<file path="src/hw/rtl/opte_pkg.sv">
// Shared types, sizes and codes of the OFDM pilot-tap equalizer.
package opte_pkg;

    localparam int SAMPLE_W  = 16;
    localparam int FRAC_BITS = 14;
    localparam int CAR_W     = 10;
    localparam int FFT_LEN   = 2 ** CAR_W;
    localparam int TAP_W     = 2 * SAMPLE_W;

    // Quotient width before rounding: one guard bit for rounding, one for the cap.
    localparam int QUO_W = SAMPLE_W + 2;
    // Low dividend bits that the divider steps bring in before the zero bits.
    localparam int LOW_W = QUO_W - FRAC_BITS - 1;
    localparam int MAG_W = 2 * SAMPLE_W;
    localparam int DEN_W = 2 * SAMPLE_W;
    localparam int REM_W = DEN_W + 1;

    localparam int QUEUE_DEPTH = 4;
    localparam int QPTR_W      = $clog2(QUEUE_DEPTH);
    localparam int QCNT_W      = $clog2(QUEUE_DEPTH + 1);

    localparam int CAM_DEPTH = 32;
    localparam int CAM_PTR_W = $clog2(CAM_DEPTH);
    localparam int CAM_CNT_W = $clog2(CAM_DEPTH + 1);

    localparam logic OP_LOAD = 1'b0;
    localparam logic OP_EQ   = 1'b1;

    typedef enum logic [1:0] {
        KIND_PASS,
        KIND_DATA,
        KIND_PILOT
    } kind_t;

    // Word handed from the front to the back: dividend a, divisor b, passed value p.
    typedef struct packed {
        kind_t                      kind;
        logic [CAR_W-1:0]           carrier;
        logic                       frame_end;
        logic signed [SAMPLE_W-1:0] a_re;
        logic signed [SAMPLE_W-1:0] a_im;
        logic signed [SAMPLE_W-1:0] b_re;
        logic signed [SAMPLE_W-1:0] b_im;
        logic [SAMPLE_W-1:0]        p_re;
        logic [SAMPLE_W-1:0]        p_im;
    } work_t;

    typedef struct packed {
        logic             en;
        logic [CAR_W-1:0] carrier;
        logic [TAP_W-1:0] tap;
    } tap_wr_t;

endpackage

</file>
<file path="src/hw/rtl/opte_queue.sv">
// Short word queue between the front and the back of the equalizer.
module opte_queue (
    input  logic                          clk,
    input  logic                          rst_n,
    input  logic                          push,
    input  opte_pkg::work_t               push_data,
    input  logic                          pop,
    output opte_pkg::work_t               head,
    output logic [opte_pkg::QCNT_W-1:0]   count
);

    opte_pkg::work_t                 mem_reg [opte_pkg::QUEUE_DEPTH];
    logic [opte_pkg::QPTR_W-1:0]     wr_ptr_reg;
    logic [opte_pkg::QPTR_W-1:0]     rd_ptr_reg;
    logic [opte_pkg::QCNT_W-1:0]     count_reg;
    logic [opte_pkg::QCNT_W-1:0]     count_next;

    always_comb
    begin
        count_next = count_reg + opte_pkg::QCNT_W'(push) - opte_pkg::QCNT_W'(pop);
    end

    always_ff @(posedge clk or negedge rst_n)
    begin
        if (!rst_n)
        begin
            wr_ptr_reg <= '0;
            rd_ptr_reg <= '0;
            count_reg  <= '0;
        end
        else
        begin
            if (push)
            begin
                wr_ptr_reg <= wr_ptr_reg + 1'b1;
            end
            if (pop)
            begin
                rd_ptr_reg <= rd_ptr_reg + 1'b1;
            end
            count_reg <= count_next;
        end
    end

    always_ff @(posedge clk)
    begin
        if (push)
        begin
            mem_reg[wr_ptr_reg] <= push_data;
        end
    end

    assign head  = mem_reg[rd_ptr_reg];
    assign count = count_reg;

endmodule

</file>
<file path="config.mk">
export PLATFORM = sky130hd
export DESIGN_NAME = opte_queue
export DESIGN_NICKNAME = d
export VERILOG_FILES = /design/src/hw/rtl/opte_pkg.sv /design/src/hw/rtl/opte_queue.sv
export SDC_FILE = /design/constraint.sdc
export NUM_CORES = 1
export LEC_CHECK = 0
export BUFFER_PORTS_ARGS = -buffer_cell sky130_fd_sc_hd__buf_4
export CORE_UTILIZATION = 55
export CTS_CLUSTER_SIZE = 10
export DETAILED_ROUTE_END_ITERATION = 12
export HOLD_SLACK_MARGIN = 0.03
export PLACE_DENSITY = 0.81
export REMOVE_ABC_BUFFERS = 1
export SYNTH_ARGS = -nofsm -noshare
export SYNTH_HDL_FRONTEND = slang
export SYNTH_SLANG_ARGS = --single-unit
</file>
<file path="constraint.sdc">
create_clock -name clk -period 4.5 [get_ports clk]
set_input_delay 0.225 -clock clk [delete_from_list [all_inputs] [get_ports clk]]
set_output_delay 0.225 -clock clk [all_outputs]
set_load 0.02 [all_outputs]
</file>
==> results of run 1 <==
[logic make-up (layout without fill, tap and decap cells)]
group                      count (synthesis)  after routing  synth area share
DFF                                      443            443             0.824
muxes                                    109            109             0.152
buffers and inverters                     30            417            0.0124
adders and majority gates                  7              7           0.00591
and+or+nand+nor                            6              6           0.00202
xor gates and xnor gates                   5              5           0.00272
AOI/OAI and AO/OA                          1              1          0.000311
other                                      0              1                 0
[power by group through the flow]
| stage | registers [mW] | clock network (mW) | logic [mW] |
|---|---|---|---|
| 2_1_floorplan | 6.03 | 0 | 2.59 |
| 3_3_place_gp | 5.83 | 0 | 4.30 |
| 3_5_place_dp | 5.87 | 0 | 4.33 |
| 4_1_cts | 5.80 | 3.48 | 4.44 |
| 5_1_grt | 5.88 | 3.62 | 4.64 |
| 6_report | 5.80 | 3.43 | 4.40 |
[critical path: stages (launching register included)]
cell and delay (ns):
dfrtp_4 0.83, buf_12 0.47, mux4_2 0.60, buf_4 0.18
[how the worst max path moves through the flow]
stage / end / slack, ns / startpoint / cells past startpoint
final: head[73] / 1.63 / rd_ptr_reg[0] / 3
after detailed placement: head[73] / 2.14 / rd_ptr_reg[0] / 3
after CTS: head[73] / 1.54 / rd_ptr_reg[0] / 3
after floorplan: head[0] / -0.72 / rd_ptr_reg[0] / 1
after global routing: head[73] / 1.45 / rd_ptr_reg[0] / 3
after global placement: head[2] / 2.12 / rd_ptr_reg[0] / 3
[metal layers]
metal,up-vias,track usage,wire length (um)
li1,3318,-,-
met1,3919,0.280,12300
met2,303,0.359,15900
met3,58,0.0547,2270
met4,0,0.0638,727
met5,-,0,0
[what timing repair did]
item                      4_1_cts  5_1_grt
hold endpoints to repair      448        0
hold buffers                  113        0
setup buffers                   0        0
[Yosys cell counts]
cell type and n:
nand2_1 2, edfxtp_1 436, ha_1 6, xor2_1 3, buf_6 9, and2_1 4
o21ai_0 1, mux4_2 109, fa_1 1, clkbuf_1 2, dfrtp_1 7, inv_1 6
buf_4 1, buf_2 12, xnor2_1 2
[final cells by class]
cell class	count	share of cell area
sequential	443	0.641
multi-input combinational	128	0.128
clock inverter	3	0.000846
antenna	1	0.000121
tap	384	0.0232
inverter	6	0.00109
clock buffer	63	0.0638
timing repair buffer	345	0.142
[through the flow]
| step | util | instance area (um2) |
|---|---|---|
| 4_1_cts | 0.719 | 20700 |
| 3_5_place_dp | 0.634 | 18200 |
| 3_3_place_gp | 0.634 | 18200 |
| 2_1_floorplan | - | 15900 |
| 6_report | 0.720 | 20700 |
| 5_1_grt | 0.719 | 20700 |
==> impl_metrics.py, run 1 <==
metrics = {
    "outcome": {
        "status": "complete, no violations",
    },
    "floorplanning": {
        "die_area_um2": 30000,
        "die_x_um": 173,
        "initial_core_util": 0.559,
        "ioPinCount": 225,
        "die_h_um": 173,
        "fp-row-count": 62,
        "core_um2": 28800,
    },
    "setup_path": {
        "critPathMaxFanout": 54,
        "worstPathArrival_ns": 2.65,
        "cp-start-kind": "register",
        "critPathCaptureType": "output pin",
        "cp.required_ns": 4.28,
        "timing.rr.end": "mem_reg[0][66]",
        "critical_path_class": "register to output pin",
        "reg2regPathDepth": 4,
        "reg2reg_from": "wr_ptr_reg[0]",
        "r2r_slack_ns": 2.24,
    },
    "sta": {
        "final-setup-viol-count": 0,
        "finalHoldViolations": 0,
        "post-route-min-period_ns": 2.87,
        "clock.fmax_ghz": 0.348,
        "finalCritPeriodShare": 0.639,
        "worst_pin_slew_ns": 1.06,
        "rsz0062_at_grt": "false",
        "setup_ws_ns": 1.63,
        "fin_skew_ns": 0.0140,
        "slew-limit-headroom": 0.295,
        "drv_slew": 0,
        "hold_slack_ns": 0.425,
        "setup_tns_ns": 0,
    },
    "pwr": {
        "p_per_area_nw_per_um2": 658,
        "switching_share": 0.303,
        "peakVddDrop_mv": 0.513,
        "power_frac_comb": 0.323,
        "leakage_nw": 7.16,
        "p_clk_frac": 0.252,
        "internal_power_mw": 9.50,
        "finalPower_mw": 13.6,
        "power_frac_seq": 0.425,
        "power_switching_mw": 4.13,
    },
    "routing": {
        "drtAntennaViolNets": 0,
        "num_vias": 7598,
        "wl_per_cell_um": 22.7,
        "firstDrtPassIters": 7,
        "wirelength_um": 31200,
        "drtIter0Drc": 553,
        "drc_errors": 0,
        "vias_per_cell": 5.53,
    },
    "placement": {
        "dp_hpwl_um": 16500,
        "gp_congestion": 0.677,
        "placed_cells": 1193,
        "portBuffers": 224,
        "pre_cts_slack_ns": 2.14,
    },
    "global_route": {
        "grt_pass1_vias": 8329,
        "overflow": 0,
        "grt.total_usage": 0.214,
        "antenna_found_initial": 1,
        "grt_max_degree": 81,
        "grt_pass1_wl_um": 48000,
    },
    "yosys": {
        "synth_cells": 601,
        "ys_ff_latch": 443,
        "synth.distinct_cells": 15,
        "ys_seq_area_frac": 0.824,
        "ys_warn_count": 0,
        "synth.area.top_cells": "edfxtp_1, mux4_2, dfrtp_1",
        "netlist_area_um2": 16100,
        "avgSynthCellArea_um2": 26.8,
        "yosysTopAreaCell": "edfxtp_1",
        "synth_top_area_frac": 0.813,
    },
    "final_layout": {
        "final_common_cell": "edfxtp_1",
        "multi_input_area_um2": 2640,
        "final-instance-count-excl-fill": 1373,
        "fill_cells": 1585,
        "syn_to_final_growth_pct": 28.6,
        "largest_register_ffs": 436,
        "regArea_um2": 13300,
        "drive_above_1_share": 0.405,
        "fin_nets": 1094,
        "final_cell_mix": "edfxtp_1, buf_4, dlygate4sd3_1",
    },
    "min_path": {
        "holdPathEnd": "mem_reg[2][60]",
        "hp-class": "input port to register",
        "holdPathStages": 2,
        "hold_start": "push_data[60]",
    },
    "clocking": {
        "insertion_delay_ns": 0.53,
        "clock-sinks": 443,
        "clk_pin_slew_worst_paths_ns": 0.05,
        "htree_levels": 2,
        "cts_buffers": 50,
        "cts_buffer_depth": 3,
        "cts_tree": "done",
        "cts_root_buffer": "clkbuf_16",
        "ctsResizeCount": 0,
    },
    "run": {
        "drv_cap": 0,
    },
}
(Power assumes the default switching activity.)
==> run 2, diff against run 1 <==
Settings changed: ABC_AREA set to 1, PLACE_DENSITY 0.81 to 0.8.
Clock period 4.5 ns to 3 ns, I/O delays scaled along.
==> impl_metrics.py, run 2 <==
metrics = {
    "placement": {
        "gp_congestion": 0.728,
        "place_area_um2": 20800,
        "portBuffers": 224,
        "pre_cts_slack_ns": 1.03,
        "dp_hpwl_um": 21700,
    },
    "floorplanning": {
        "core_um2": 33400,
        "die_h_um": 186,
        "fp-row-count": 67,
        "ioPinCount": 225,
        "die_area_um2": 34700,
        "die_x_um": 186,
        "initial_core_util": 0.558,
    },
    "setup_path": {
        "critPathMaxFanout": 220,
        "worstPathArrival_ns": 2.42,
        "cp-start-kind": "register",
        "cp_slowest_stage_delay_ns": 0.64,
        "cp.required_ns": 2.85,
        "critPathCaptureType": "output pin",
        "cp_slowest_cell": "buf_12",
        "reg2regPathDepth": 5,
        "crit_top_cell": "nand2_1",
        "critical_path_class": "register to output pin",
        "path_cells": "buf_12, nand2_1, nand3_1, nand2_1, buf_4",
    },
    "sta": {
        "worst_pin_slew_ns": 1.08,
        "finalCritPeriodShare": 0.856,
        "clock.fmax_ghz": 0.389,
        "slew-limit-headroom": 0.282,
        "finalHoldViolations": 0,
        "final-setup-viol-count": 0,
        "setup_tns_ns": 0,
        "rsz0062_at_grt": "false",
        "drv_slew": 0,
        "setup_ws_ns": 0.431,
        "fin_skew_ns": 0.0105,
        "post-route-min-period_ns": 2.57,
    },
    "final_layout": {
        "fin_nets": 2203,
        "final_cell_mix": "nand2_1, inv_1, edfxtp_1",
        "syn_to_final_growth_pct": 25.1,
        "drive_above_1_share": 0.142,
        "largest_register_ffs": 436,
        "postLayoutCellArea_um2": 23400,
        "final_common_cell": "nand2_1",
    },
    "clocking": {
        "ctsResizeCount": 0,
        "cts_tree": "done",
        "cts_buffers": 50,
        "cts_hold_buffers": 113,
        "cts_buffer_depth": 3,
        "cts_root_buffer": "clkbuf_16",
        "insertion_delay_ns": 0.54,
        "post_cts_buffers": 0,
        "clk_pin_slew_worst_paths_ns": 0.05,
        "clock-sinks": 443,
        "htree_levels": 2,
    },
    "outcome": {
        "status": "complete, no violations",
    },
    "global_route": {
        "grt_pass1_wl_um": 63400,
        "antenna_found_initial": 4,
        "overflow": 0,
        "grt_max_degree": 221,
        "grt.total_usage": 0.238,
        "grt_pass1_vias": 12900,
    },
    "pwr": {
        "power_frac_comb": 0.403,
        "power_frac_seq": 0.364,
        "switching_share": 0.374,
        "power_switching_mw": 8.61,
        "internal_power_mw": 14.4,
        "p_clk_frac": 0.233,
        "leakage_nw": 10.8,
        "peakVddDrop_mv": 0.882,
        "p_per_area_nw_per_um2": 986,
    },
    "routing": {
        "vias_per_cell": 4.95,
        "num_vias": 12700,
        "wirelength_um": 41100,
        "drtIter0Drc": 865,
        "wl_per_cell_um": 16.1,
        "drc_errors": 0,
        "firstDrtPassIters": 5,
        "drtAntennaViolNets": 0,
    },
    "yosys": {
        "synth.area.top_cells": "edfxtp_1, nand2_1, inv_1",
        "ys_ff_latch": 443,
        "netlist_area_um2": 18700,
        "synth.distinct_cells": 15,
        "synth_edf_count": 436,
        "synth_top_area_frac": 0.701,
        "avgSynthCellArea_um2": 10.7,
        "synth_cells": 1753,
        "synth.most_common_cell": "nand2_1",
        "ys_seq_area_frac": 0.710,
        "synthArstFlopShare": 0.0158,
        "synth_common_cells": "nand2_1, inv_1, edfxtp_1, nand3_1, buf_2",
        "ys_warn_count": 0,
        "synth_ff_type": "edfxtp_1",
        "yosysTopAreaCell": "edfxtp_1",
    },
    "run": {
        "drv_cap": 0,
    },
    "min_path": {
        "hp-class": "input port to register",
        "holdPathStages": 2,
    },
}
[run 2: changes by cell type after synthesis]
cell / change
nand2_1: +554
inv_1: +443
nand3_1: +219
mux4_2: -109
buf_2: +22
clkbuf_1: +16
buf_1: +9
and2_1: -4
buf_6: +3
xnor2_1: -2
inv_2: +1
[run 2: power by group through the flow]
stage	logic [mW]	clock network [mW]	registers, mW
floorplan	4.83	0	8.93
global placement	8.86	0	8.44
detailed placement	9.08	0	8.49
CTS	9.28	5.41	8.37
global route	10.2	5.67	8.46
finish	9.29	5.36	8.38
[run 2: final cells by class]
type | instances | area, um2
repair buffers | 352 | 3090
inverters | 450 | 1710
multi-input cells | 786 | 3310
diodes | 4 | 10.0
fillers | 2179 | 10100
clock buffers | 75 | 1410
clock inverters | 2 | 7.51
flip-flops and latches | 443 | 13300
well taps | 448 | 561
[run 2: metal layers]
metal,wire (um),vias up,GRT usage,share of wire
li1,-,6111,-,-
met1,15500,5953,0.276,0.38
met5,0,-,0,0
met2,20900,497,0.421,0.51
met3,3240,113,0.0533,0.079
met4,1490,0,0.112,0.036
[run 2: through the flow]
step / hold slack, ns / power (mW) / util / instances
after global routing: 0.347 / 24.3 / 0.699 / 2560
after global placement: -0.0262 / 17.3 / 0.622 / 2366
after CTS: 0.333 / 23.1 / 0.698 / 2556
after floorplan: -0.146 / 13.8 / - / 1679
after detailed placement: -0.0234 / 17.6 / 0.622 / 2366
final: 0.350 / 23.0 / 0.699 / 2560
[run 2: cells by family (layout without fill, tap and decap cells)]
logic type | after synthesis | count (layout) | share of synthesized area
flip-flops | 443 | 443 | 0.710
other | 0 | 4 | 0
XOR/XNOR | 3 | 3 | 0.00141
AND/OR/NAND/NOR | 775 | 775 | 0.170
adder cells (fa/ha/maj) | 7 | 7 | 0.00509
buffers and inverters | 524 | 879 | 0.113
AO/OA/AOI/OAI | 1 | 1 | 0.000268
[run 2: path summary, 6_finish.rpt]
check | start | end | slack (ns)
worst min register to register | wr_ptr_reg[0] | wr_ptr_reg[0] | 0.54
worst max-delay path | rd_ptr_reg[0] | head[5] | 0.43
worst max register to register | wr_ptr_reg[0] | mem_reg[2][47] | 1.03
max in group asynchronous | rst_n | rd_ptr_reg[1] | 1.98
min in group asynchronous | rst_n | count[1] | 0.63
worst min-delay path | push_data[58] | mem_reg[0][58] | 0.35
[run 2: worst max-delay path, delay by kind of cell, from the launching register on]
family / cells / cell delay (ns)
flip-flops: 1 / 0.45
buffers and inverters: 2 / 0.80
AND/OR/NAND/NOR: 3 / 0.40
